`config.mk`:
```
export PLATFORM = sky130hd
export DESIGN_NAME = agc_gain_pipe
export DESIGN_NICKNAME = d
export VERILOG_FILES = /design/src/rtl/agc_pkg.sv /design/src/rtl/agc_seg_lookup.sv /design/src/rtl/agc_gain_pipe.sv
export SDC_FILE = /design/constraint.sdc
export NUM_CORES = 2
export LEC_CHECK = 0
export BUFFER_PORTS_ARGS = -buffer_cell sky130_fd_sc_hd__buf_4
export CORE_UTILIZATION = 45
export CTS_CLUSTER_SIZE = 10
export DETAILED_ROUTE_END_ITERATION = 16
export GPL_ROUTABILITY_DRIVEN = 0
export GPL_TIMING_DRIVEN = 0
export PLACE_DENSITY_LB_ADDON = 0.25
export SLEW_MARGIN = 25
export SYNTH_ARGS = -nofsm -noshare
export SYNTH_HDL_FRONTEND = slang
export SYNTH_SLANG_ARGS = --single-unit
export TNS_END_PERCENT = 50
```
`constraint.sdc`:
```
create_clock -name clk -period 16.22 [get_ports clk]
set_input_delay 0 -clock clk [delete_from_list [all_inputs] [get_ports clk]]
set_output_delay 0 -clock clk [all_outputs]
set_load 0.05 [all_outputs]
```
`src/rtl/agc_pkg.sv`:
```
// Shared types, constants and segment tables for the AGC signal strength block.
// Used by every module and interface of the block; depends on nothing.

package agc_pkg;

    // Field and register widths
    localparam int READ_W = 10;
    localparam int PCT_W  = 7;
    localparam int MODE_W = 7;

    localparam logic [MODE_W-1:0] MODE_RESET = 7'd33;
    localparam int MODE_IF_BIT = 0;
    localparam int MODE_RF_BIT = 5;

    // Pipeline organization: six stages produce the gains, the seventh is the output register.
    localparam int GAIN_STAGES = 6;
    localparam int PIPE_DEPTH  = GAIN_STAGES + 1;
    localparam int SCALE_STAGES = 3;
    localparam int SCALE_DELAY  = GAIN_STAGES - SCALE_STAGES;

    typedef logic [GAIN_STAGES-1:0] stage_load_t;

    // Interpolation datapath widths
    localparam int GAIN_W = 8;
    localparam int COEF_W = 17;
    localparam int DIFF_W = READ_W + 1;
    localparam int PROD_W = 2 * DIFF_W;
    localparam int TERM_FULL_W = COEF_W + PROD_W;
    localparam int TERM_W = 25;
    localparam int SUM_W  = TERM_W + 2;
    localparam int ABS_W  = 25;

    // Quotient by 100000 as a multiply by the rounded-up reciprocal of 2^41.
    localparam int RECIP_W = 25;
    localparam logic [RECIP_W-1:0] QUOT_RECIP = 25'd21990233;
    localparam int QUOT_SHIFT  = 41;
    localparam int QUOT_W      = 9;
    localparam int QUOT_PROD_W = ABS_W + RECIP_W;

    // IF-only scaling: 100 * (reading - 50) / 1150, folded into one reciprocal of 2^27.
    localparam logic [DIFF_W-1:0] IF_SPAN_LO = 11'd50;
    localparam int SCALE_RECIP_W = 24;
    localparam logic [SCALE_RECIP_W-1:0] SCALE_RECIP = 24'd11671200;
    localparam int SCALE_SHIFT  = 27;
    localparam int SCALE_PROD_W = READ_W + SCALE_RECIP_W;

    // Percent values
    localparam logic [PCT_W-1:0] PCT_DEFAULT = 7'd80;
    localparam logic [PCT_W-1:0] PCT_FULL    = 7'd100;
    localparam logic [PCT_W-1:0] PCT_NONE    = 7'd0;
    localparam logic [PCT_W-1:0] IF_PCT_MIN  = 7'd1;
    localparam logic [PCT_W-1:0] IF_PCT_MAX  = 7'd99;

    // RF level arithmetic, all 8-bit two's complement
    localparam logic signed [GAIN_W-1:0] RF_BASE   = -8'sd18;
    localparam logic signed [GAIN_W-1:0] LEVEL_MAX = -8'sd30;
    localparam logic signed [GAIN_W-1:0] LEVEL_MIN = -8'sd80;

    // Segment end points and the gains that apply beyond them
    localparam logic [READ_W-1:0] IF_LOW_END  = 10'd288;
    localparam logic [READ_W-1:0] IF_HIGH_END = 10'd965;
    localparam logic [READ_W-1:0] RF_LOW_END  = 10'd38;
    localparam logic [READ_W-1:0] RF_HIGH_END = 10'd232;
    localparam logic signed [GAIN_W-1:0] IF_LOW_GAIN  = 8'sd0;
    localparam logic signed [GAIN_W-1:0] IF_HIGH_GAIN = 8'sd26;
    localparam logic signed [GAIN_W-1:0] RF_LOW_GAIN  = -8'sd2;
    localparam logic signed [GAIN_W-1:0] RF_HIGH_GAIN = 8'sd43;

    localparam int IF_SEG_N = 4;
    localparam int RF_SEG_N = 6;
    localparam int IF_IDX_W = 2;
    localparam int RF_IDX_W = 3;

    // One quadratic segment over (x1, x3]
    typedef struct packed {
        logic [READ_W-1:0]        x1;
        logic [READ_W-1:0]        x2;
        logic [READ_W-1:0]        x3;
        logic signed [COEF_W-1:0] a;
        logic signed [COEF_W-1:0] b;
        logic signed [COEF_W-1:0] c;
    } seg_t;

    typedef struct packed {
        logic                     use_end;
        logic signed [GAIN_W-1:0] end_gain;
    } gain_ctl_t;

    function automatic seg_t if_seg(input logic [IF_IDX_W-1:0] idx);
        seg_t s;
        case (idx)
            2'd0:    s = '{x1: 10'd288, x2: 10'd375, x3: 10'd472,
                           a: 17'sd0,   b: -17'sd101,  c: 17'sd90};
            2'd1:    s = '{x1: 10'd472, x2: 10'd537, x3: 10'd640,
                           a: 17'sd146, b: -17'sd291,  c: 17'sd133};
            2'd2:    s = '{x1: 10'd640, x2: 10'd689, x3: 10'd710,
                           a: 17'sd671, b: -17'sd2332, c: 17'sd1667};
            default: s = '{x1: 10'd710, x2: 10'd857, x3: 10'd965,
                           a: 17'sd65,  b: -17'sd161,  c: 17'sd94};
        endcase
        return s;
    endfunction

    function automatic seg_t rf_seg(input logic [RF_IDX_W-1:0] idx);
        seg_t s;
        case (idx)
            3'd0:    s = '{x1: 10'd38,  x2: 10'd50,  x3: 10'd62,
                           a: -17'sd724,  b: -17'sd3571,  c: 17'sd3521};
            3'd1:    s = '{x1: 10'd62,  x2: 10'd79,  x3: 10'd100,
                           a: 17'sd1518,  b: -17'sd4187,  c: 17'sd2546};
            3'd2:    s = '{x1: 10'd100, x2: 10'd116, x3: 10'd131,
                           a: 17'sd3947,  b: -17'sd9375,  c: 17'sd5442};
            3'd3:    s = '{x1: 10'd131, x2: 10'd140, x3: 10'd147,
                           a: 17'sd19471, b: -17'sd47990, c: 17'sd28551};
            3'd4:    s = '{x1: 10'd147, x2: 10'd155, x3: 10'd172,
                           a: 17'sd16976, b: -17'sd27750, c: 17'sd9973};
            default: s = '{x1: 10'd172, x2: 10'd205, x3: 10'd232,
                           a: 17'sd2092,  b: -17'sd4704,  c: 17'sd2622};
        endcase
        return s;
    endfunction

endpackage

```
`src/rtl/agc_seg_lookup.sv`:
```
// Segment selection for one reading: picks the quadratic segment that covers it
// and flags readings beyond the end points. Depends on agc_pkg.

module agc_seg_lookup
    import agc_pkg::*;
(
    input  logic [READ_W-1:0] reading,
    input  logic              is_rf,
    output seg_t              seg,
    output gain_ctl_t         ctl
);

    logic [IF_IDX_W-1:0] if_idx;
    logic [RF_IDX_W-1:0] rf_idx;

    // The first segment whose upper end is at or above the reading wins.
    always_comb
    begin
        seg_t s;
        if_idx = IF_IDX_W'(IF_SEG_N - 1);
        for (int k = IF_SEG_N - 1; k >= 0; k--)
        begin
            s = if_seg(IF_IDX_W'(k));
            if (reading <= s.x3)
            begin
                if_idx = IF_IDX_W'(k);
            end
        end
    end

    always_comb
    begin
        seg_t s;
        rf_idx = RF_IDX_W'(RF_SEG_N - 1);
        for (int k = RF_SEG_N - 1; k >= 0; k--)
        begin
            s = rf_seg(RF_IDX_W'(k));
            if (reading <= s.x3)
            begin
                rf_idx = RF_IDX_W'(k);
            end
        end
    end

    always_comb
    begin
        if (is_rf)
        begin
            seg          = rf_seg(rf_idx);
            ctl.use_end  = (reading <= RF_LOW_END) || (reading > RF_HIGH_END);
            ctl.end_gain = (reading <= RF_LOW_END) ? RF_LOW_GAIN : RF_HIGH_GAIN;
        end
        else
        begin
            seg          = if_seg(if_idx);
            ctl.use_end  = (reading <= IF_LOW_END) || (reading > IF_HIGH_END);
            ctl.end_gain = (reading <= IF_LOW_END) ? IF_LOW_GAIN : IF_HIGH_GAIN;
        end
    end

endmodule

```
`src/rtl/agc_gain_pipe.sv`:
```
// Six-stage gain pipeline for one reading: segment pick, difference products,
// coefficient products, sum and magnitude, quotient by 100000, final gain.
// Depends on agc_pkg and agc_seg_lookup.

module agc_gain_pipe
    import agc_pkg::*;
(
    input  logic                     clk,
    input  logic                     is_rf,
    input  logic [READ_W-1:0]        reading,
    input  stage_load_t              load,
    output logic signed [GAIN_W-1:0] gain
);

    seg_t      seg_lk;
    gain_ctl_t ctl_lk;

    // Stage 1
    logic [READ_W-1:0] reading_s1_reg;
    seg_t              seg_s1_reg;
    gain_ctl_t         ctl_s1_reg;

    // Stage 2
    logic signed [DIFF_W-1:0] d1, d2, d3;
    logic signed [PROD_W-1:0] pa_next, pb_next, pc_next;
    logic signed [PROD_W-1:0] pa_s2_reg, pb_s2_reg, pc_s2_reg;
    logic signed [COEF_W-1:0] a_s2_reg, b_s2_reg, c_s2_reg;
    gain_ctl_t                ctl_s2_reg;

    // Stage 3
    logic signed [TERM_FULL_W-1:0] ta_full, tb_full, tc_full;
    logic signed [TERM_W-1:0]      ta_s3_reg, tb_s3_reg, tc_s3_reg;
    gain_ctl_t                     ctl_s3_reg;

    // Stage 4
    logic signed [SUM_W-1:0] sum_next;
    logic [SUM_W-1:0]        abs_full;
    logic [ABS_W-1:0]        abs_s4_reg;
    logic                    neg_s4_reg;
    gain_ctl_t               ctl_s4_reg;

    // Stage 5
    logic [QUOT_PROD_W-1:0] quot_prod;
    logic [QUOT_W-1:0]      quot_s5_reg;
    logic                   neg_s5_reg;
    gain_ctl_t              ctl_s5_reg;

    // Stage 6
    logic [GAIN_W-1:0]        quot_low;
    logic signed [GAIN_W-1:0] gain_next;
    logic signed [GAIN_W-1:0] gain_s6_reg;

    agc_seg_lookup u_lookup (
        .reading (reading),
        .is_rf   (is_rf),
        .seg     (seg_lk),
        .ctl     (ctl_lk)
    );

    always_comb
    begin
        d1 = $signed({1'b0, reading_s1_reg}) - $signed({1'b0, seg_s1_reg.x1});
        d2 = $signed({1'b0, reading_s1_reg}) - $signed({1'b0, seg_s1_reg.x2});
        d3 = $signed({1'b0, reading_s1_reg}) - $signed({1'b0, seg_s1_reg.x3});
        pa_next = d2 * d3;
        pb_next = d1 * d3;
        pc_next = d1 * d2;
    end

    // Inside a segment every term stays far below the kept width.
    always_comb
    begin
        ta_full = a_s2_reg * pa_s2_reg;
        tb_full = b_s2_reg * pb_s2_reg;
        tc_full = c_s2_reg * pc_s2_reg;
    end

    always_comb
    begin
        sum_next = SUM_W'(ta_s3_reg) + SUM_W'(tb_s3_reg) + SUM_W'(tc_s3_reg);
        abs_full = sum_next[SUM_W-1] ? SUM_W'(-sum_next) : SUM_W'(sum_next);
    end

    // Truncation toward zero: divide the magnitude, then restore the sign.
    assign quot_prod = QUOT_PROD_W'(abs_s4_reg) * QUOT_PROD_W'(QUOT_RECIP);

    always_comb
    begin
        quot_low = quot_s5_reg[GAIN_W-1:0];
        if (ctl_s5_reg.use_end)
        begin
            gain_next = ctl_s5_reg.end_gain;
        end
        else if (neg_s5_reg)
        begin
            gain_next = $signed(GAIN_W'(0) - quot_low);
        end
        else
        begin
            gain_next = $signed(quot_low);
        end
    end

    always_ff @(posedge clk)
    begin
        if (load[0])
        begin
            reading_s1_reg <= reading;
            seg_s1_reg     <= seg_lk;
            ctl_s1_reg     <= ctl_lk;
        end
        if (load[1])
        begin
            pa_s2_reg  <= pa_next;
            pb_s2_reg  <= pb_next;
            pc_s2_reg  <= pc_next;
            a_s2_reg   <= seg_s1_reg.a;
            b_s2_reg   <= seg_s1_reg.b;
            c_s2_reg   <= seg_s1_reg.c;
            ctl_s2_reg <= ctl_s1_reg;
        end
        if (load[2])
        begin
            ta_s3_reg  <= ta_full[TERM_W-1:0];
            tb_s3_reg  <= tb_full[TERM_W-1:0];
            tc_s3_reg  <= tc_full[TERM_W-1:0];
            ctl_s3_reg <= ctl_s2_reg;
        end
        if (load[3])
        begin
            abs_s4_reg <= abs_full[ABS_W-1:0];
            neg_s4_reg <= sum_next[SUM_W-1];
            ctl_s4_reg <= ctl_s3_reg;
        end
        if (load[4])
        begin
            quot_s5_reg <= quot_prod[QUOT_SHIFT+QUOT_W-1:QUOT_SHIFT];
            neg_s5_reg  <= neg_s4_reg;
            ctl_s5_reg  <= ctl_s4_reg;
        end
        if (load[5])
        begin
            gain_s6_reg <= gain_next;
        end
    end

    assign gain = gain_s6_reg;

endmodule

```
==> flow_summary.yaml <==
setup_path:
  required_ns: 16.61
  cp_slowest_cell: "xor2_1"
  start_kind: "flip-flop"
  path_max_fanout: 10
  r2r_slack_ns: 7.28
  crit_family: "adder cells"
  critPathBufInv: 7
  worstPathArrival_ns: 9.33
  critPathMaxStageDelay_ns: 0.64
  crit_path_frequent_cell: "inv_1"
  crit_type: "reg -> reg"
  cp-end-kind: "flip-flop"
sta:
  drv_slew: 0
  fin_skew_ns: 0.05584
  rsz0062_at_grt: "false"
  slew_headroom_pct: 29.81
  tns_ns: 0
  finalSetupViolCount: 0
  fmaxAchievable_ghz: 0.1118
  period_minus_slack_ns: 8.943
  worst_slew_pin_slew_ns: 1.049
  finalHoldViolations: 0
  finalCritPeriodShare_pct: 55.14
die:
  core-area_um2: 140200
  rows: 137
  fp.dieH_um: 378.8
  die_area_um2: 143500
  start_util_pct: 45.57
  die_x_um: 378.8
  io_pins: 26
clock_network:
  htree_levels: 2
  clk_latency_ns: 0.63
  clockBufferDepth: 3
  cts_tree: "done"
  clock-sinks: 337
  cts_resized: 0
  clk_pin_slew_worst_paths_ns: 0.06
  root_buffer: "clkbuf_16"
  cts_buffers: 44
  cts_setup_buffers: 0
worst_hold_path:
  hp-class: "in -> reg"
synthesis:
  synthesis.nets: 8479
  async_flop_share_pct: 0
  synth-simple-area-share_pct: 11.38
  syn_inst: 6489
  ys_ff_latch: 337
  synth_fa_ha_area_share_pct: 53.42
  netlist_area_um2: 63900
  synth_top_family_by_area: "adder cells"
  ys_top_cells_by_area: "fa_1, edfxtp_1, ha_1"
  yosysTopAreaCellShare_pct: 39.48
  synth_cell_types: 73
  synth_edf_count: 337
  synthXorXnorAreaFrac_pct: 4.181
  muxShareOfSynthArea_pct: 0.01762
  synth-compound-area-share_pct: 4.331
  dominantRegCellSynth: "edfxtp_1"
  postSynthAreaPerCell_um2: 9.847
  synth-seq-area-share_pct: 15.84
  yosysWarnings: 0
  synth_area_leader_cell: "fa_1"
routing:
  drtIter0Drc: 2527
  drt_wl_total_mm: 159.9
  viasPerCell: 5.058
  drc: 0
  ant_nets: 0
  num_vias: 42870
  first_pass_iters: 6
  detail_route.wl_per_cell_um: 18.87
flow_run:
  drv_cap: 0
layout:
  fillers: 13250
  nets: 8568
  multi_input_area_um2: 46960
  seqCellArea_um2: 10120
  final_common_cell: "inv_1"
  largest_reg_flops: 69
  most-common-layout-cells: "inv_1, fa_1, nand2_1, ha_1, edfxtp_1"
  drive_gt1_share_pct: 1.986
  areaGrowthSynthToFinish_pct: 6.570
global_route:
  grt_pass1_vias: 46730
  grt_util_all_layers_pct: 23.29
  grt_overflow: 0
  antenna_found_initial: 1
  grt_max_degree: 86
  grt_pass1_wl_mm: 256.2
placed_design:
  numPortBuffers: 25
  place_hpwl_mm: 134.1
outcome:
  status: "completed"
-- per-stage QoR --
stage               std cells  setup slack, ns  util, %  hold WS [ns]  cell area, um2
floorplan                6489            9.057        -       0.09887           63900
global placement         8390            7.742    47.38        0.2204           66430
detailed placement       8391            7.426    47.48        0.2217           66570
CTS                      8472            7.383    48.55       0.09610           68080
global route             8474            6.740    48.56        0.1103           68090
finish                   8475            7.277    48.56        0.1334           68090
-- Yosys cell counts (5+ instances only) --
library cell and count:
inv_1 1652, fa_1 1260, nand2_1 778, ha_1 712
edfxtp_1 337, nor2_1 324, and2_1 289, xnor2_1 231
clkbuf_1 179, a21oi_1 122, o21ai_0 84, a21o_1 79
xor2_1 74, nand2b_1 41, nand3_1 40, nor2b_1 30
nor3_1 27, or2_2 16, or3_1 15, and3_1 14
o21bai_1 13, o21a_1 12, a21boi_0 11, a31oi_1 11
nand4_1 11, o31ai_1 11, a311oi_1 8, o41ai_1 8
a211oi_1 7, buf_1 6, a211o_1 5, a41oi_1 5
nand3b_1 5, o21ai_1 5
-- path summary, 6_finish.rpt --
| kind | end | depth (start not counted) | from |
|---|---|---|---|
| hold / removal | reading_s1_reg[3] | 2 | reading[3] |
| hold reg to reg | b_s2_reg[0] | 0 | seg_s1_reg[17] |
| setup / recovery | pa_s2_reg[20] | 29 | reading_s1_reg[2] |
| setup reg to reg | pa_s2_reg[20] | 29 | reading_s1_reg[2] |
-- cell families (layout without fill, tap and decap cells) --
kind of cell,count (synthesis),in the layout
DFF,337,337
other,0,2
xor gates and xnor gates,305,305
adders and majority gates,1972,1972
and+or+nand+nor,1609,1609
AOI/OAI and AO/OA,422,422
buffers and inverters,1843,1951
muxes,1,1
-- final cells by class --
class                           count  area share (%)
Clock inverter                     17          0.3344
Sequential cell                   337           14.86
Inverter                         1656           9.128
Tap cell                         1876           3.447
Clock buffer                       48           1.639
Buffer                            187           1.034
Antenna cell                        2        0.007350
Timing Repair Buffer               43          0.5825
Multi-Input combinational cell   4309           68.97
-- worst register-to-register path, delay by kind of cell, from the launching register on --
kind / cells / cell delay (ns)
AND/OR/NAND/NOR: 2 / 0.34
adder cells (fa/ha/maj): 7 / 3.32
buffers and inverters: 7 / 0.90
flip-flops: 1 / 0.46
XOR/XNOR: 2 / 0.98
AO/OA/AOI/OAI: 11 / 2.72
-- metal layers --
layer  GRT usage [%]  wire length (um)
met2           40.40             77950
met5               0                 0
met4           9.967              7889
met1           29.58             65940
met3           2.297              8165
-- what timing repair did --
item / in CTS / in global routing
setup endpoints to repair: 0 / 0
endpoints found under the hold margin: 149 / 17
hold buffers: 16 / 1
Power is not shown: default switching activity piles up to over one toggle a cycle in this logic, so the estimate is an artifact.
