===== src/rtl/agc_pkg.sv =====
// Shared types, constants and segment tables for the AGC signal strength block.
// Used by every module and interface of the block; depends on nothing.

package agc_pkg;

    // Field and register widths
    localparam int READ_W = 10;
    localparam int PCT_W  = 7;
    localparam int MODE_W = 7;

    localparam logic [MODE_W-1:0] MODE_RESET = 7'd33;
    localparam int MODE_IF_BIT = 0;
    localparam int MODE_RF_BIT = 5;

    // Pipeline organization: six stages produce the gains, the seventh is the output register.
    localparam int GAIN_STAGES = 6;
    localparam int PIPE_DEPTH  = GAIN_STAGES + 1;
    localparam int SCALE_STAGES = 3;
    localparam int SCALE_DELAY  = GAIN_STAGES - SCALE_STAGES;

    typedef logic [GAIN_STAGES-1:0] stage_load_t;

    // Interpolation datapath widths
    localparam int GAIN_W = 8;
    localparam int COEF_W = 17;
    localparam int DIFF_W = READ_W + 1;
    localparam int PROD_W = 2 * DIFF_W;
    localparam int TERM_FULL_W = COEF_W + PROD_W;
    localparam int TERM_W = 25;
    localparam int SUM_W  = TERM_W + 2;
    localparam int ABS_W  = 25;

    // Quotient by 100000 as a multiply by the rounded-up reciprocal of 2^41.
    localparam int RECIP_W = 25;
    localparam logic [RECIP_W-1:0] QUOT_RECIP = 25'd21990233;
    localparam int QUOT_SHIFT  = 41;
    localparam int QUOT_W      = 9;
    localparam int QUOT_PROD_W = ABS_W + RECIP_W;

    // IF-only scaling: 100 * (reading - 50) / 1150, folded into one reciprocal of 2^27.
    localparam logic [DIFF_W-1:0] IF_SPAN_LO = 11'd50;
    localparam int SCALE_RECIP_W = 24;
    localparam logic [SCALE_RECIP_W-1:0] SCALE_RECIP = 24'd11671200;
    localparam int SCALE_SHIFT  = 27;
    localparam int SCALE_PROD_W = READ_W + SCALE_RECIP_W;

    // Percent values
    localparam logic [PCT_W-1:0] PCT_DEFAULT = 7'd80;
    localparam logic [PCT_W-1:0] PCT_FULL    = 7'd100;
    localparam logic [PCT_W-1:0] PCT_NONE    = 7'd0;
    localparam logic [PCT_W-1:0] IF_PCT_MIN  = 7'd1;
    localparam logic [PCT_W-1:0] IF_PCT_MAX  = 7'd99;

    // RF level arithmetic, all 8-bit two's complement
    localparam logic signed [GAIN_W-1:0] RF_BASE   = -8'sd18;
    localparam logic signed [GAIN_W-1:0] LEVEL_MAX = -8'sd30;
    localparam logic signed [GAIN_W-1:0] LEVEL_MIN = -8'sd80;

    // Segment end points and the gains that apply beyond them
    localparam logic [READ_W-1:0] IF_LOW_END  = 10'd288;
    localparam logic [READ_W-1:0] IF_HIGH_END = 10'd965;
    localparam logic [READ_W-1:0] RF_LOW_END  = 10'd38;
    localparam logic [READ_W-1:0] RF_HIGH_END = 10'd232;
    localparam logic signed [GAIN_W-1:0] IF_LOW_GAIN  = 8'sd0;
    localparam logic signed [GAIN_W-1:0] IF_HIGH_GAIN = 8'sd26;
    localparam logic signed [GAIN_W-1:0] RF_LOW_GAIN  = -8'sd2;
    localparam logic signed [GAIN_W-1:0] RF_HIGH_GAIN = 8'sd43;

    localparam int IF_SEG_N = 4;
    localparam int RF_SEG_N = 6;
    localparam int IF_IDX_W = 2;
    localparam int RF_IDX_W = 3;

    // One quadratic segment over (x1, x3]
    typedef struct packed {
        logic [READ_W-1:0]        x1;
        logic [READ_W-1:0]        x2;
        logic [READ_W-1:0]        x3;
        logic signed [COEF_W-1:0] a;
        logic signed [COEF_W-1:0] b;
        logic signed [COEF_W-1:0] c;
    } seg_t;

    typedef struct packed {
        logic                     use_end;
        logic signed [GAIN_W-1:0] end_gain;
    } gain_ctl_t;

    function automatic seg_t if_seg(input logic [IF_IDX_W-1:0] idx);
        seg_t s;
        case (idx)
            2'd0:    s = '{x1: 10'd288, x2: 10'd375, x3: 10'd472,
                           a: 17'sd0,   b: -17'sd101,  c: 17'sd90};
            2'd1:    s = '{x1: 10'd472, x2: 10'd537, x3: 10'd640,
                           a: 17'sd146, b: -17'sd291,  c: 17'sd133};
            2'd2:    s = '{x1: 10'd640, x2: 10'd689, x3: 10'd710,
                           a: 17'sd671, b: -17'sd2332, c: 17'sd1667};
            default: s = '{x1: 10'd710, x2: 10'd857, x3: 10'd965,
                           a: 17'sd65,  b: -17'sd161,  c: 17'sd94};
        endcase
        return s;
    endfunction

    function automatic seg_t rf_seg(input logic [RF_IDX_W-1:0] idx);
        seg_t s;
        case (idx)
            3'd0:    s = '{x1: 10'd38,  x2: 10'd50,  x3: 10'd62,
                           a: -17'sd724,  b: -17'sd3571,  c: 17'sd3521};
            3'd1:    s = '{x1: 10'd62,  x2: 10'd79,  x3: 10'd100,
                           a: 17'sd1518,  b: -17'sd4187,  c: 17'sd2546};
            3'd2:    s = '{x1: 10'd100, x2: 10'd116, x3: 10'd131,
                           a: 17'sd3947,  b: -17'sd9375,  c: 17'sd5442};
            3'd3:    s = '{x1: 10'd131, x2: 10'd140, x3: 10'd147,
                           a: 17'sd19471, b: -17'sd47990, c: 17'sd28551};
            3'd4:    s = '{x1: 10'd147, x2: 10'd155, x3: 10'd172,
                           a: 17'sd16976, b: -17'sd27750, c: 17'sd9973};
            default: s = '{x1: 10'd172, x2: 10'd205, x3: 10'd232,
                           a: 17'sd2092,  b: -17'sd4704,  c: 17'sd2622};
        endcase
        return s;
    endfunction

endpackage


===== src/rtl/agc_if_scale.sv =====
// Linear IF-only percentage over the 50..1200 span, limited to 1..99, delayed to
// line up with the gain pipelines. Depends on agc_pkg.

module agc_if_scale
    import agc_pkg::*;
(
    input  logic              clk,
    input  logic [READ_W-1:0] if_reading,
    input  stage_load_t       load,
    output logic [PCT_W-1:0]  scaled
);

    logic [DIFF_W-1:0]       offset;
    logic [DIFF_W-1:0]       mag_full;
    logic [READ_W-1:0]       mag_s1_reg;
    logic                    neg_s1_reg;
    logic [SCALE_PROD_W-1:0] scale_prod;
    logic [PCT_W-1:0]        quot_s2_reg;
    logic                    neg_s2_reg;
    logic [PCT_W-1:0]        res_next;
    logic [PCT_W-1:0]        res_s3_reg;
    logic [PCT_W-1:0]        res_dly_reg [SCALE_DELAY];

    always_comb
    begin
        offset   = {1'b0, if_reading} - IF_SPAN_LO;
        mag_full = offset[DIFF_W-1] ? (DIFF_W'(0) - offset) : offset;
    end

    assign scale_prod = SCALE_PROD_W'(mag_s1_reg) * SCALE_PROD_W'(SCALE_RECIP);

    // A nonzero negative quotient wraps to 252..255 in the byte and is limited to 99.
    always_comb
    begin
        if (quot_s2_reg == PCT_NONE)
        begin
            res_next = IF_PCT_MIN;
        end
        else if (neg_s2_reg || (quot_s2_reg >= PCT_FULL))
        begin
            res_next = IF_PCT_MAX;
        end
        else
        begin
            res_next = quot_s2_reg;
        end
    end

    always_ff @(posedge clk)
    begin
        if (load[0])
        begin
            mag_s1_reg <= mag_full[READ_W-1:0];
            neg_s1_reg <= offset[DIFF_W-1];
        end
        if (load[1])
        begin
            quot_s2_reg <= scale_prod[SCALE_SHIFT+PCT_W-1:SCALE_SHIFT];
            neg_s2_reg  <= neg_s1_reg;
        end
        if (load[2])
        begin
            res_s3_reg <= res_next;
        end
        for (int i = 0; i < SCALE_DELAY; i++)
        begin
            if (load[SCALE_STAGES+i])
            begin
                res_dly_reg[i] <= (i == 0) ? res_s3_reg : res_dly_reg[(i == 0) ? 0 : i-1];
            end
        end
    end

    assign scaled = res_dly_reg[SCALE_DELAY-1];

endmodule


===== config.mk =====
export PLATFORM = sky130hd
export DESIGN_NAME = agc_if_scale
export DESIGN_NICKNAME = d
export VERILOG_FILES = /design/src/rtl/agc_pkg.sv /design/src/rtl/agc_if_scale.sv
export SDC_FILE = /design/constraint.sdc
export NUM_CORES = 1
export LEC_CHECK = 0
export ABC_AREA = 1
export BUFFER_PORTS_ARGS = -buffer_cell sky130_fd_sc_hd__buf_2
export CAP_MARGIN = 20
export CORE_MARGIN = 8
export CORE_UTILIZATION = 60
export DETAILED_ROUTE_END_ITERATION = 8
export PLACE_DENSITY_LB_ADDON = 0.12
export SETUP_SLACK_MARGIN = 0.1
export SLEW_MARGIN = 30
export SYNTH_ARGS = -nofsm -noshare
export SYNTH_HDL_FRONTEND = slang
export SYNTH_SLANG_ARGS = --single-unit

===== constraint.sdc =====
create_clock -name clk -period 5.2 [get_ports clk]
set_input_delay 0.52 -clock clk [delete_from_list [all_inputs] [get_ports clk]]
set_output_delay 0.52 -clock clk [all_outputs]
set_load 0.02 [all_outputs]

==> results of run 1 <==
final timing paths:
path | from | to | slack (ps) | depth (start not counted)
setup reg to reg | mag_s1_reg[7] | quot_s2_reg[2] | 870 | 16
hold reg to reg | res_s3_reg[4] | res_dly_reg[0][4] | 410 | 0
hold / removal | if_reading[0] | mag_s1_reg[0] | 400 | 1
setup / recovery | mag_s1_reg[7] | quot_s2_reg[2] | 870 | 16
cell families (layout without fill, tap and decap cells):
group	after synthesis	after routing	share of synthesized area
AND/OR/NAND/NOR	204	204	0.1818
buffers and inverters	153	177	0.1183
adder cells (fa/ha/maj)	127	127	0.3617
flip-flops	47	47	0.2779
AO/OA/AOI/OAI	33	33	0.03498
XOR/XNOR	13	13	0.02538
area by class of cell:
| type | count | area, sq um |
|---|---|---|
| timing repair buffer | 23 | 115.1 |
| tap | 105 | 131.4 |
| multi-input combinational | 377 | 3067 |
| clock inverter | 3 | 46.29 |
| inverter | 146 | 548.0 |
| fill | 694 | 2829 |
| clock buffer | 5 | 68.82 |
| sequential | 47 | 1411 |
per-layer routing:
metal,routed length (um),track usage
met5,0,0
met2,4951,0.3178
met4,203,0.05946
met3,555,0.03510
met1,4926,0.2578
worst max-delay path: cells and delay by family, from the launching register on:
kind,cells,cell delay [ps]
AO/OA/AOI/OAI,1,140
XOR/XNOR,1,260
adder cells (fa/ha/maj),6,2270
buffers and inverters,2,170
flip-flops,1,530
AND/OR/NAND/NOR,6,740
per-stage QoR:
step	hold WS (ps)	worst slack [ps]	std cells	cell area (sq um)
2_1_floorplan	400.3	1397	577	5079
3_3_place_gp	402.6	924.5	698	5273
3_5_place_dp	404.5	884.4	698	5273
4_1_cts	395.4	849.2	706	5388
5_1_grt	402.4	594.1	706	5388
6_report	402.2	868.9	706	5388
cells in the final DEF, fill, tap and decap left out:
master                       instances
sky130_fd_sc_hd__a21o_1              1
sky130_fd_sc_hd__a21oi_1            22
sky130_fd_sc_hd__buf_2              23
sky130_fd_sc_hd__bufinv_16           1
sky130_fd_sc_hd__clkbuf_8            5
sky130_fd_sc_hd__clkinvlp_4          1
sky130_fd_sc_hd__edfxtp_1           47
sky130_fd_sc_hd__fa_1               33
sky130_fd_sc_hd__ha_1               94
sky130_fd_sc_hd__inv_1             138
sky130_fd_sc_hd__inv_2               8
sky130_fd_sc_hd__inv_6               1
sky130_fd_sc_hd__nand2_1           123
sky130_fd_sc_hd__nand2_2             4
sky130_fd_sc_hd__nand3_1            22
sky130_fd_sc_hd__nand3_2             3
sky130_fd_sc_hd__nand3_4             1
sky130_fd_sc_hd__nand3b_1            1
sky130_fd_sc_hd__nand4_1             7
sky130_fd_sc_hd__nand4_4             1
sky130_fd_sc_hd__nor2_1             31
sky130_fd_sc_hd__nor2_2              6
sky130_fd_sc_hd__nor2_4              2
sky130_fd_sc_hd__nor3_2              3
sky130_fd_sc_hd__o21ai_0             5
sky130_fd_sc_hd__o21ai_1             1
sky130_fd_sc_hd__o21bai_1            3
sky130_fd_sc_hd__o31ai_1             1
sky130_fd_sc_hd__xnor2_1             4
sky130_fd_sc_hd__xnor2_2             1
sky130_fd_sc_hd__xor2_1              7
sky130_fd_sc_hd__xor2_2              1
==> impl_metrics.env, run 1 <==
export IMPL_finalNetCount=744
export IMPL_synthToLayoutAreaGrowth_pct=6.085
export IMPL_final_core_utilization=0.6557
export IMPL_routed_via_density=5.170
export IMPL_port_buffer_count=23
export IMPL_fmax_ghz=0.2309
export IMPL_fp_dieArea_sq_um=11660
export IMPL_num_io_pins=24
export IMPL_placement_rows=33
export IMPL_grt_pass1_wl_um=17860
export IMPL_critPathKind="reg -> reg"
export IMPL_path_max_fanout=6
export IMPL_tns_ps=0
export IMPL_ant_nets=0
export IMPL_finalMaxSlewViolations=0
export IMPL_min_period_over_period=0.8329
export IMPL_dr_total_vias=3650
export IMPL_delay_contributed_by_the_slowest_stage_of_the_critical_path_ps=530
export IMPL_ys_types=28
export IMPL_ctsHoldBuffers=0
export IMPL_postCtsSetupRepairBufs=0
export IMPL_cts_htree_levels=2
export IMPL_proportion_of_synthesized_flip_flops_having_asynchronous_set_or_reset=0
export IMPL_drtIter0Drc=143
export IMPL_endpoint_kind="register"
export IMPL_crit_path_top_delay_cell="sky130_fd_sc_hd__edfxtp_1"
export IMPL_crit_path_cell_trace="ha_1, xnor2_1, inv_1, ha_1, fa_1, fa_1, ha_1, ha_1, nand2_1, inv_1, a21oi_1, nand3_1, nand2_1, nand3_1, nand2_1, nand2_1"
export IMPL_yosys_cell_count_top_type="sky130_fd_sc_hd__inv_1"
export IMPL_max_cap_violations=0
export IMPL_dominantRegCellSynth="sky130_fd_sc_hd__edfxtp_1"
export IMPL_flip_flop_count_of_the_largest_register_all_copies_and_words_added=21
export IMPL_worst_clock_skew_ps=10.56
export IMPL_required_ps=5280
export IMPL_timing_final_setup_violations=0
export IMPL_synth_area_sq_um=5079
export IMPL_postSynthCellCount=577
export IMPL_antenna_found_initial=0
export IMPL_drcViolationCount=0
export IMPL_critPathLaunchType="register"
export IMPL_run_status="completed"
export IMPL_place_detailed_hpwl_um=9333
export IMPL_cts_tree="done"
export IMPL_grt_total_usage=0.1950
export IMPL_synth_sequential_area_ratio=0.2779
export IMPL_synth_top_cells_by_count="138 x sky130_fd_sc_hd__inv_1, 123 x sky130_fd_sc_hd__nand2_1, 94 x sky130_fd_sc_hd__ha_1"
export IMPL_tritoncts_num_buffers=5
export IMPL_clock_insertion_delay_worst_skew_ps=310
export IMPL_mean_area_per_synthesized_cell_sq_um=8.802
export IMPL_firstDrtPassIters=5
export IMPL_detail_route_wl_per_cell_um=15.07
export IMPL_globalRouteOverflowTotal=0
export IMPL_synth_area_leaders="sky130_fd_sc_hd__edfxtp_1 28%, sky130_fd_sc_hd__ha_1 23%, sky130_fd_sc_hd__fa_1 13%"
export IMPL_slew_headroom=0.6850
export IMPL_share_of_yosys_cell_area_claimed_by_the_top_area_cell_type=0.2779
export IMPL_post_route_cells_drive_above_1_share=0.1015
export IMPL_number_of_global_route_vias_before_repair=3716
export IMPL_fp_coreArea_sq_um=8217
export IMPL_clkSinkCount=47
export IMPL_hold_fails_final_rpt=0
export IMPL_post_cts_resize_count=0
export IMPL_antenna_cells=0
export IMPL_rsz0062_at_grt="false"
export IMPL_worst_pin_slew_ps=467.5
export IMPL_yosys_warnings=0
export IMPL_synth_nets=721
export IMPL_place_gp_congestion=0.9773
export IMPL_tightest_hold_check_type="in -> reg"
export IMPL_grt_start_max_net_pins=17
export IMPL_clock_path_buffers=2
export IMPL_initial_core_util=0.6181
export IMPL_min_period_ps=4331
export IMPL_cts_root_buffer_cell="sky130_fd_sc_hd__clkbuf_8"
export IMPL_cts_reportedPaths_clkPinSlew_ps=100
export IMPL_cp_data_arrival_time_ps=4410
export IMPL_die_h_um=108
export IMPL_wl_final_um=10640
export IMPL_number_of_enable_type_register_cells_in_the_synthesized_netlist=47
export IMPL_die_x_um=108
export IMPL_synth_area_leader_cell="sky130_fd_sc_hd__edfxtp_1"
export IMPL_synthesized_flop_and_latch_total=47
Power of run 1 is left out: the tool's default activity adds up to more than one toggle a clock period on the data nets, which glitch-free logic cannot reach.
==> run 2: changes to the inputs <==
==> constraint.sdc (replaced) <==
create_clock -name clk -period 4.5 [get_ports clk]
set_input_delay 0.45 -clock clk [delete_from_list [all_inputs] [get_ports clk]]
set_output_delay 0.45 -clock clk [all_outputs]
set_load 0.02 [all_outputs]
==> run 2 against run 1 <==
Global-route usage fell by 0.34 points. Worst setup slack got worse by 580 ps. First-iteration DRC count fell by 12%. Wire length rose by 1.4%. Register-to-register slack got worse by 580 ps. Cell count rose by 1.3%. Critical path depth did not move. Cell area rose by 1.5%. Core utilization rose by 0.97 points. Non-clock buffer count rose by 9. Die area did not move. Maximum frequency rose by 2.8%. Highest routed layer unchanged.
==> impl_metrics.env, run 2 (synthesis results as in run 1) <==
export IMPL_port_buffer_count=23
export IMPL_clkSinkCount=47
export IMPL_r2r_start="mag_s1_reg[2]"
export IMPL_hold_depth=1
export IMPL_commonest_cells_after_routing_fill_and_taps_aside="138 x sky130_fd_sc_hd__inv_1, 123 x sky130_fd_sc_hd__nand2_1, 94 x sky130_fd_sc_hd__ha_1"
export IMPL_min_delay_start="if_reading[0]"
export IMPL_grt_busiest_layer="met2"
export IMPL_routed_via_density=5.105
export IMPL_drtIter0Drc=126
export IMPL_place_detailed_hpwl_um=9533
export IMPL_critical_path_cell_count=16
export IMPL_clock_insertion_delay_worst_skew_ps=300
export IMPL_min_period_ps=4215
export IMPL_synthToLayoutAreaGrowth_pct=7.662
export IMPL_hold_fails_final_rpt=0
export IMPL_grt_pass1_wl_um=17400
export IMPL_groute_layer_met2_usage=0.3169
export IMPL_worst_pin_slew_ps=509.4
export IMPL_initial_core_util=0.6181
export IMPL_min_period_over_period=0.9366
export IMPL_finalNetCount=753
export IMPL_placement_cell_area_sq_um=5288
export IMPL_tightest_hold_check_type="in -> reg"
export IMPL_fmax_ghz=0.2373
export IMPL_cp_num_buf_inv=2
export IMPL_antenna_found_initial=0
export IMPL_clock_path_buffers=2
export IMPL_antenna_cells=0
export IMPL_fp_coreArea_sq_um=8217
export IMPL_rsz0062_at_grt="false"
export IMPL_layout_cells_most_common="sky130_fd_sc_hd__inv_1"
export IMPL_critPathLaunchType="register"
export IMPL_grt_total_usage=0.1916
export IMPL_ctsHoldBuffers=0
export IMPL_placement_rows=33
export IMPL_detail_route_wl_per_cell_um=15.08
export IMPL_num_io_pins=24
export IMPL_use_met1=0.2532
export IMPL_delay_contributed_by_the_slowest_stage_of_the_critical_path_ps=520
export IMPL_path_max_fanout=5
export IMPL_run_status="completed"
export IMPL_fp_dieArea_sq_um=11660
export IMPL_cts_htree_levels=2
export IMPL_ant_nets=0
export IMPL_die_h_um=108
export IMPL_slew_headroom=0.6568
export IMPL_max_cap_violations=0
export IMPL_dr_total_vias=3650
export IMPL_endpoint_kind="register"
export IMPL_finalMaxSlewViolations=0
export IMPL_flip_flop_count_of_the_largest_register_all_copies_and_words_added=21
export IMPL_critPathKind="reg -> reg"
export IMPL_crit_path_cell_trace="ha_1, fa_1, ha_1, inv_1, fa_1, inv_1, fa_1, ha_1, nand2_1, nand2_1, o21ai_1, nand3_2, nand2_1, nand3_1, nand2_1, nand2_1"
export IMPL_crit_path_frequent_cell="sky130_fd_sc_hd__nand2_1"
export IMPL_die_x_um=108
export IMPL_stdcell_area_sq_um=5468
export IMPL_place_gp_congestion=0.9553
export IMPL_cts_reportedPaths_clkPinSlew_ps=80
export IMPL_wl_final_um=10790
export IMPL_required_ps=4530
export IMPL_worst_clock_skew_ps=8.130
export IMPL_tns_ps=0
export IMPL_crit_path_top_delay_cell="sky130_fd_sc_hd__fa_1"
export IMPL_worst_r2r_cell_count=16
export IMPL_cp_data_arrival_time_ps=4250
export IMPL_drcViolationCount=0
export IMPL_cts_root_buffer_cell="sky130_fd_sc_hd__clkbuf_8"
export IMPL_fillers=704
export IMPL_globalRouteOverflowTotal=0
export IMPL_cts_tree="done"
export IMPL_globalRouteMet3Util=0.02855
export IMPL_worst_path_dominant_cell_family="adder cells"
export IMPL_timing_final_setup_violations=0
export IMPL_firstDrtPassIters=4
export IMPL_post_route_cells_drive_above_1_share=0.1180
export IMPL_worst_r2r_setup_slack_ps=290
export IMPL_grt_start_max_net_pins=17
export IMPL_tritoncts_num_buffers=5
export IMPL_number_of_global_route_vias_before_repair=3652
export IMPL_worst_setup_path_startpoint="mag_s1_reg[2]"
==> run 2: cell count changes in the layout (fill, tap and decap cells not counted) <==
cell	before	now
sky130_fd_sc_hd__nand3_1	22	21
sky130_fd_sc_hd__buf_4	0	9
sky130_fd_sc_hd__o21ai_0	5	4
sky130_fd_sc_hd__nand3_2	3	4
sky130_fd_sc_hd__o21ai_1	1	2
sky130_fd_sc_hd__xnor2_1	4	3
sky130_fd_sc_hd__xnor2_2	1	2
==> run 2: through the flow <==
stage                     utilization  worst slack [ps]  hold WS, ps  instances
after floorplan                     -             696.6        400.3        577
after CTS                      0.6594             133.5        335.4        709
after detailed placement       0.6435             59.33        404.5        700
final                          0.6654             285.1        338.6        715
after global routing           0.6654             93.85        332.4        715
after global placement         0.6435             96.60        402.1        700
==> run 2: layout make-up <==
cell class,instances,area [sq um],share of cell area
multi-input combinational,377,3079,0.5632
timing repair buffer,32,182.7,0.03341
inverter,146,548.0,0.1002
clock buffer,5,68.82,0.01259
clock inverter,3,46.29,0.008467
tap,105,131.4,0.02403
sequential,47,1411,0.2581
==> run 2: worst reg2reg max path, stage by stage (launching register included) <==
cell	delay [ps]
sky130_fd_sc_hd__edfxtp_1	480
sky130_fd_sc_hd__ha_1	380
sky130_fd_sc_hd__fa_1	490
sky130_fd_sc_hd__ha_1	300
sky130_fd_sc_hd__inv_1	50
sky130_fd_sc_hd__fa_1	520
sky130_fd_sc_hd__inv_1	50
sky130_fd_sc_hd__fa_1	460
sky130_fd_sc_hd__ha_1	320
sky130_fd_sc_hd__nand2_1	110
sky130_fd_sc_hd__nand2_1	90
sky130_fd_sc_hd__o21ai_1	180
sky130_fd_sc_hd__nand3_2	150
sky130_fd_sc_hd__nand2_1	120
sky130_fd_sc_hd__nand3_1	80
sky130_fd_sc_hd__nand2_1	70
sky130_fd_sc_hd__nand2_1	110
==> run 2: path summary, 6_finish.rpt <==
path,end
min,mag_s1_reg[0]
min reg2reg,res_dly_reg[0][4]
max,quot_s2_reg[6]
max reg2reg,quot_s2_reg[6]
==> run 2: per-layer routing <==
metal  part of all wire  wire (um)
met5                  0          0
met4              0.021        226
met3              0.053        571
met2               0.47       5078
met1               0.46       4909
==> run 2: repair_timing <==
action,4_1_cts,5_1_grt
setup buffers,1,6
setup endpoints to repair,1,3
gates resized for setup,1,2
Power of run 2 is left out for the same reason.
==> run 3: changes to the inputs <==
--- a/config.mk
+++ b/config.mk
@@ -12,6 +12,7 @@
 export CORE_UTILIZATION = 60
 export DETAILED_ROUTE_END_ITERATION = 8
 export PLACE_DENSITY_LB_ADDON = 0.12
+export REMOVE_ABC_BUFFERS = 1
 export SETUP_SLACK_MARGIN = 0.1
 export SLEW_MARGIN = 30
 export SYNTH_ARGS = -nofsm -noshare
==> run 3 against run 2 <==
Flip-flop and latch count unchanged. Worst setup slack better by 12 ps. First-iteration DRC count up 68%. Wire length up 2.2%. Highest routed layer unchanged.
==> impl_metrics.env, run 3 (synthesis results as in run 1) <==
export IMPL_run_status="completed"
export IMPL_commonest_cells_after_routing_fill_and_taps_aside="138 x sky130_fd_sc_hd__inv_1, 123 x sky130_fd_sc_hd__nand2_1, 93 x sky130_fd_sc_hd__ha_1"
export IMPL_globalRouteOverflowTotal=0
export IMPL_dr_total_vias=3692
export IMPL_path_max_fanout=4
export IMPL_cts_htree_levels=2
export IMPL_finalNetCount=751
export IMPL_antenna_cells=0
export IMPL_clock_insertion_delay_worst_skew_ps=310
export IMPL_max_cap_violations=0
export IMPL_worst_setup_path_startpoint="mag_s1_reg[3]"
export IMPL_crit_path_cell_trace="ha_1, fa_1, ha_1, inv_1, fa_1, inv_1, fa_1, ha_1, nand2_1, nor2_1, o21ai_0, nand3_1, nand2_1, nand3_1, nand2_1, nand2_1"
export IMPL_placedCellCount=698
export IMPL_flip_flop_count_of_the_largest_register_all_copies_and_words_added=21
export IMPL_cts_tree="done"
export IMPL_hold_fails_final_rpt=0
export IMPL_port_buffer_count=23
export IMPL_min_delay_start="if_reading[0]"
export IMPL_cts_root_buffer_cell="sky130_fd_sc_hd__clkbuf_8"
export IMPL_cp_data_arrival_time_ps=4260
export IMPL_r2r_start="mag_s1_reg[3]"
export IMPL_num_io_pins=24
export IMPL_clock_path_buffers=2
export IMPL_antenna_found_initial=0
export IMPL_grt_pass1_wl_um=18200
export IMPL_worst_r2r_setup_slack_ps=300
export IMPL_die_h_um=108
export IMPL_dp_slack_ps=221.8
export IMPL_place_detailed_hpwl_um=9632
export IMPL_routed_via_density=5.178
export IMPL_ant_nets=0
export IMPL_fp_dieArea_sq_um=11660
export IMPL_cts_reportedPaths_clkPinSlew_ps=80
export IMPL_die_x_um=108
export IMPL_delay_contributed_by_the_slowest_stage_of_the_critical_path_ps=550
export IMPL_tns_ps=0
export IMPL_slew_headroom=0.6958
export IMPL_tritoncts_num_buffers=5
export IMPL_multi_input_area_sq_um=3073
export IMPL_min_period_over_period=0.9340
export IMPL_crit_path_frequent_cell="sky130_fd_sc_hd__nand2_1"
export IMPL_placement_rows=33
export IMPL_regArea_sq_um=1411
export IMPL_synthToLayoutAreaGrowth_pct=7.243
export IMPL_post_route_cells_drive_above_1_share=0.1151
export IMPL_layout_cells_most_common="sky130_fd_sc_hd__inv_1"
export IMPL_hold_end="mag_s1_reg[0]"
export IMPL_number_of_global_route_vias_before_repair=3782
export IMPL_crit_path_top_delay_cell="sky130_fd_sc_hd__fa_1"
export IMPL_endpoint_kind="register"
export IMPL_hold_depth=1
export IMPL_wl_final_um=11030
export IMPL_rsz0062_at_grt="true"
export IMPL_critPathKind="reg -> reg"
export IMPL_timing_final_setup_violations=0
export IMPL_firstDrtPassIters=6
export IMPL_grt_start_max_net_pins=17
export IMPL_fillers=720
export IMPL_place_gp_congestion=0.9942
export IMPL_clkSinkCount=47
export IMPL_fp_coreArea_sq_um=8217
export IMPL_tightest_hold_check_type="in -> reg"
export IMPL_timing_final_ws_setup_ps=297.2
export IMPL_finalMaxSlewViolations=0
export IMPL_worst_r2r_cell_count=16
export IMPL_ctsHoldBuffers=0
export IMPL_critPathLaunchType="register"
export IMPL_fmax_ghz=0.2379
export IMPL_final_instance_count_excl_fill=713
export IMPL_final_core_utilization=0.6629
export IMPL_drcViolationCount=0
export IMPL_worst_pin_slew_ps=451.5
export IMPL_regToRegEndpoint="quot_s2_reg[6]"
export IMPL_drtIter0Drc=212
export IMPL_min_period_ps=4203
export IMPL_worst_clock_skew_ps=6.573
export IMPL_detail_route_wl_per_cell_um=15.46
export IMPL_grt_total_usage=0.2007
export IMPL_required_ps=4550
export IMPL_initial_core_util=0.6181
[run 3: cell types whose count changed in the layout (fill, tap and decap cells not counted), sizes merged]
cell	previous run	this run
buf	32	30
[run 3: worst max path at each step]
stage	depth (start not counted)	to	slack (ps)
floorplan	16	quot_s2_reg[6]	700
global placement	16	quot_s2_reg[6]	260
detailed placement	16	quot_s2_reg[6]	220
CTS	16	quot_s2_reg[6]	190
global route	16	quot_s2_reg[6]	90
finish	16	quot_s2_reg[6]	300
[run 3: area by class of cell]
class,count,area share
multi-input cells,377,0.5642
clock inverters,3,0.008500
repair buffers,30,0.03078
inverters,146,0.1006
flip-flops and latches,47,0.2591
clock buffers,5,0.01263
well taps,105,0.02412
[run 3: through the flow]
stage | hold slack, ps | instance area, sq um
final | 333.2 | 5446
after global routing | 332.9 | 5446
after CTS | 330.5 | 5388
after detailed placement | 404.5 | 5273
after global placement | 400.5 | 5273
after floorplan | 400.3 | 5026
[run 3: repair_timing]
action | in CTS | in global routing
resized for setup | 0 | 2
setup buffers | 0 | 7
setup endpoints to repair | 0 | 6
[run 3: worst max-delay path, delay by kind of cell, from the launching register on]
kind	cells	cell delay [ps]
simple gates	7	760
buf+inv	2	110
compound gates	1	140
flops	1	500
fa+ha+maj	6	2450
[run 3: per-layer routing]
layer  GRT usage  share of wire  vias to the layer above
met4     0.04757          0.013                        0
li1            -              -                     1871
met3     0.02974          0.043                       14
met5           0              0                        -
met2      0.3470           0.48                       80
met1      0.2576           0.46                     1727
Power of run 3 is left out for the same reason.
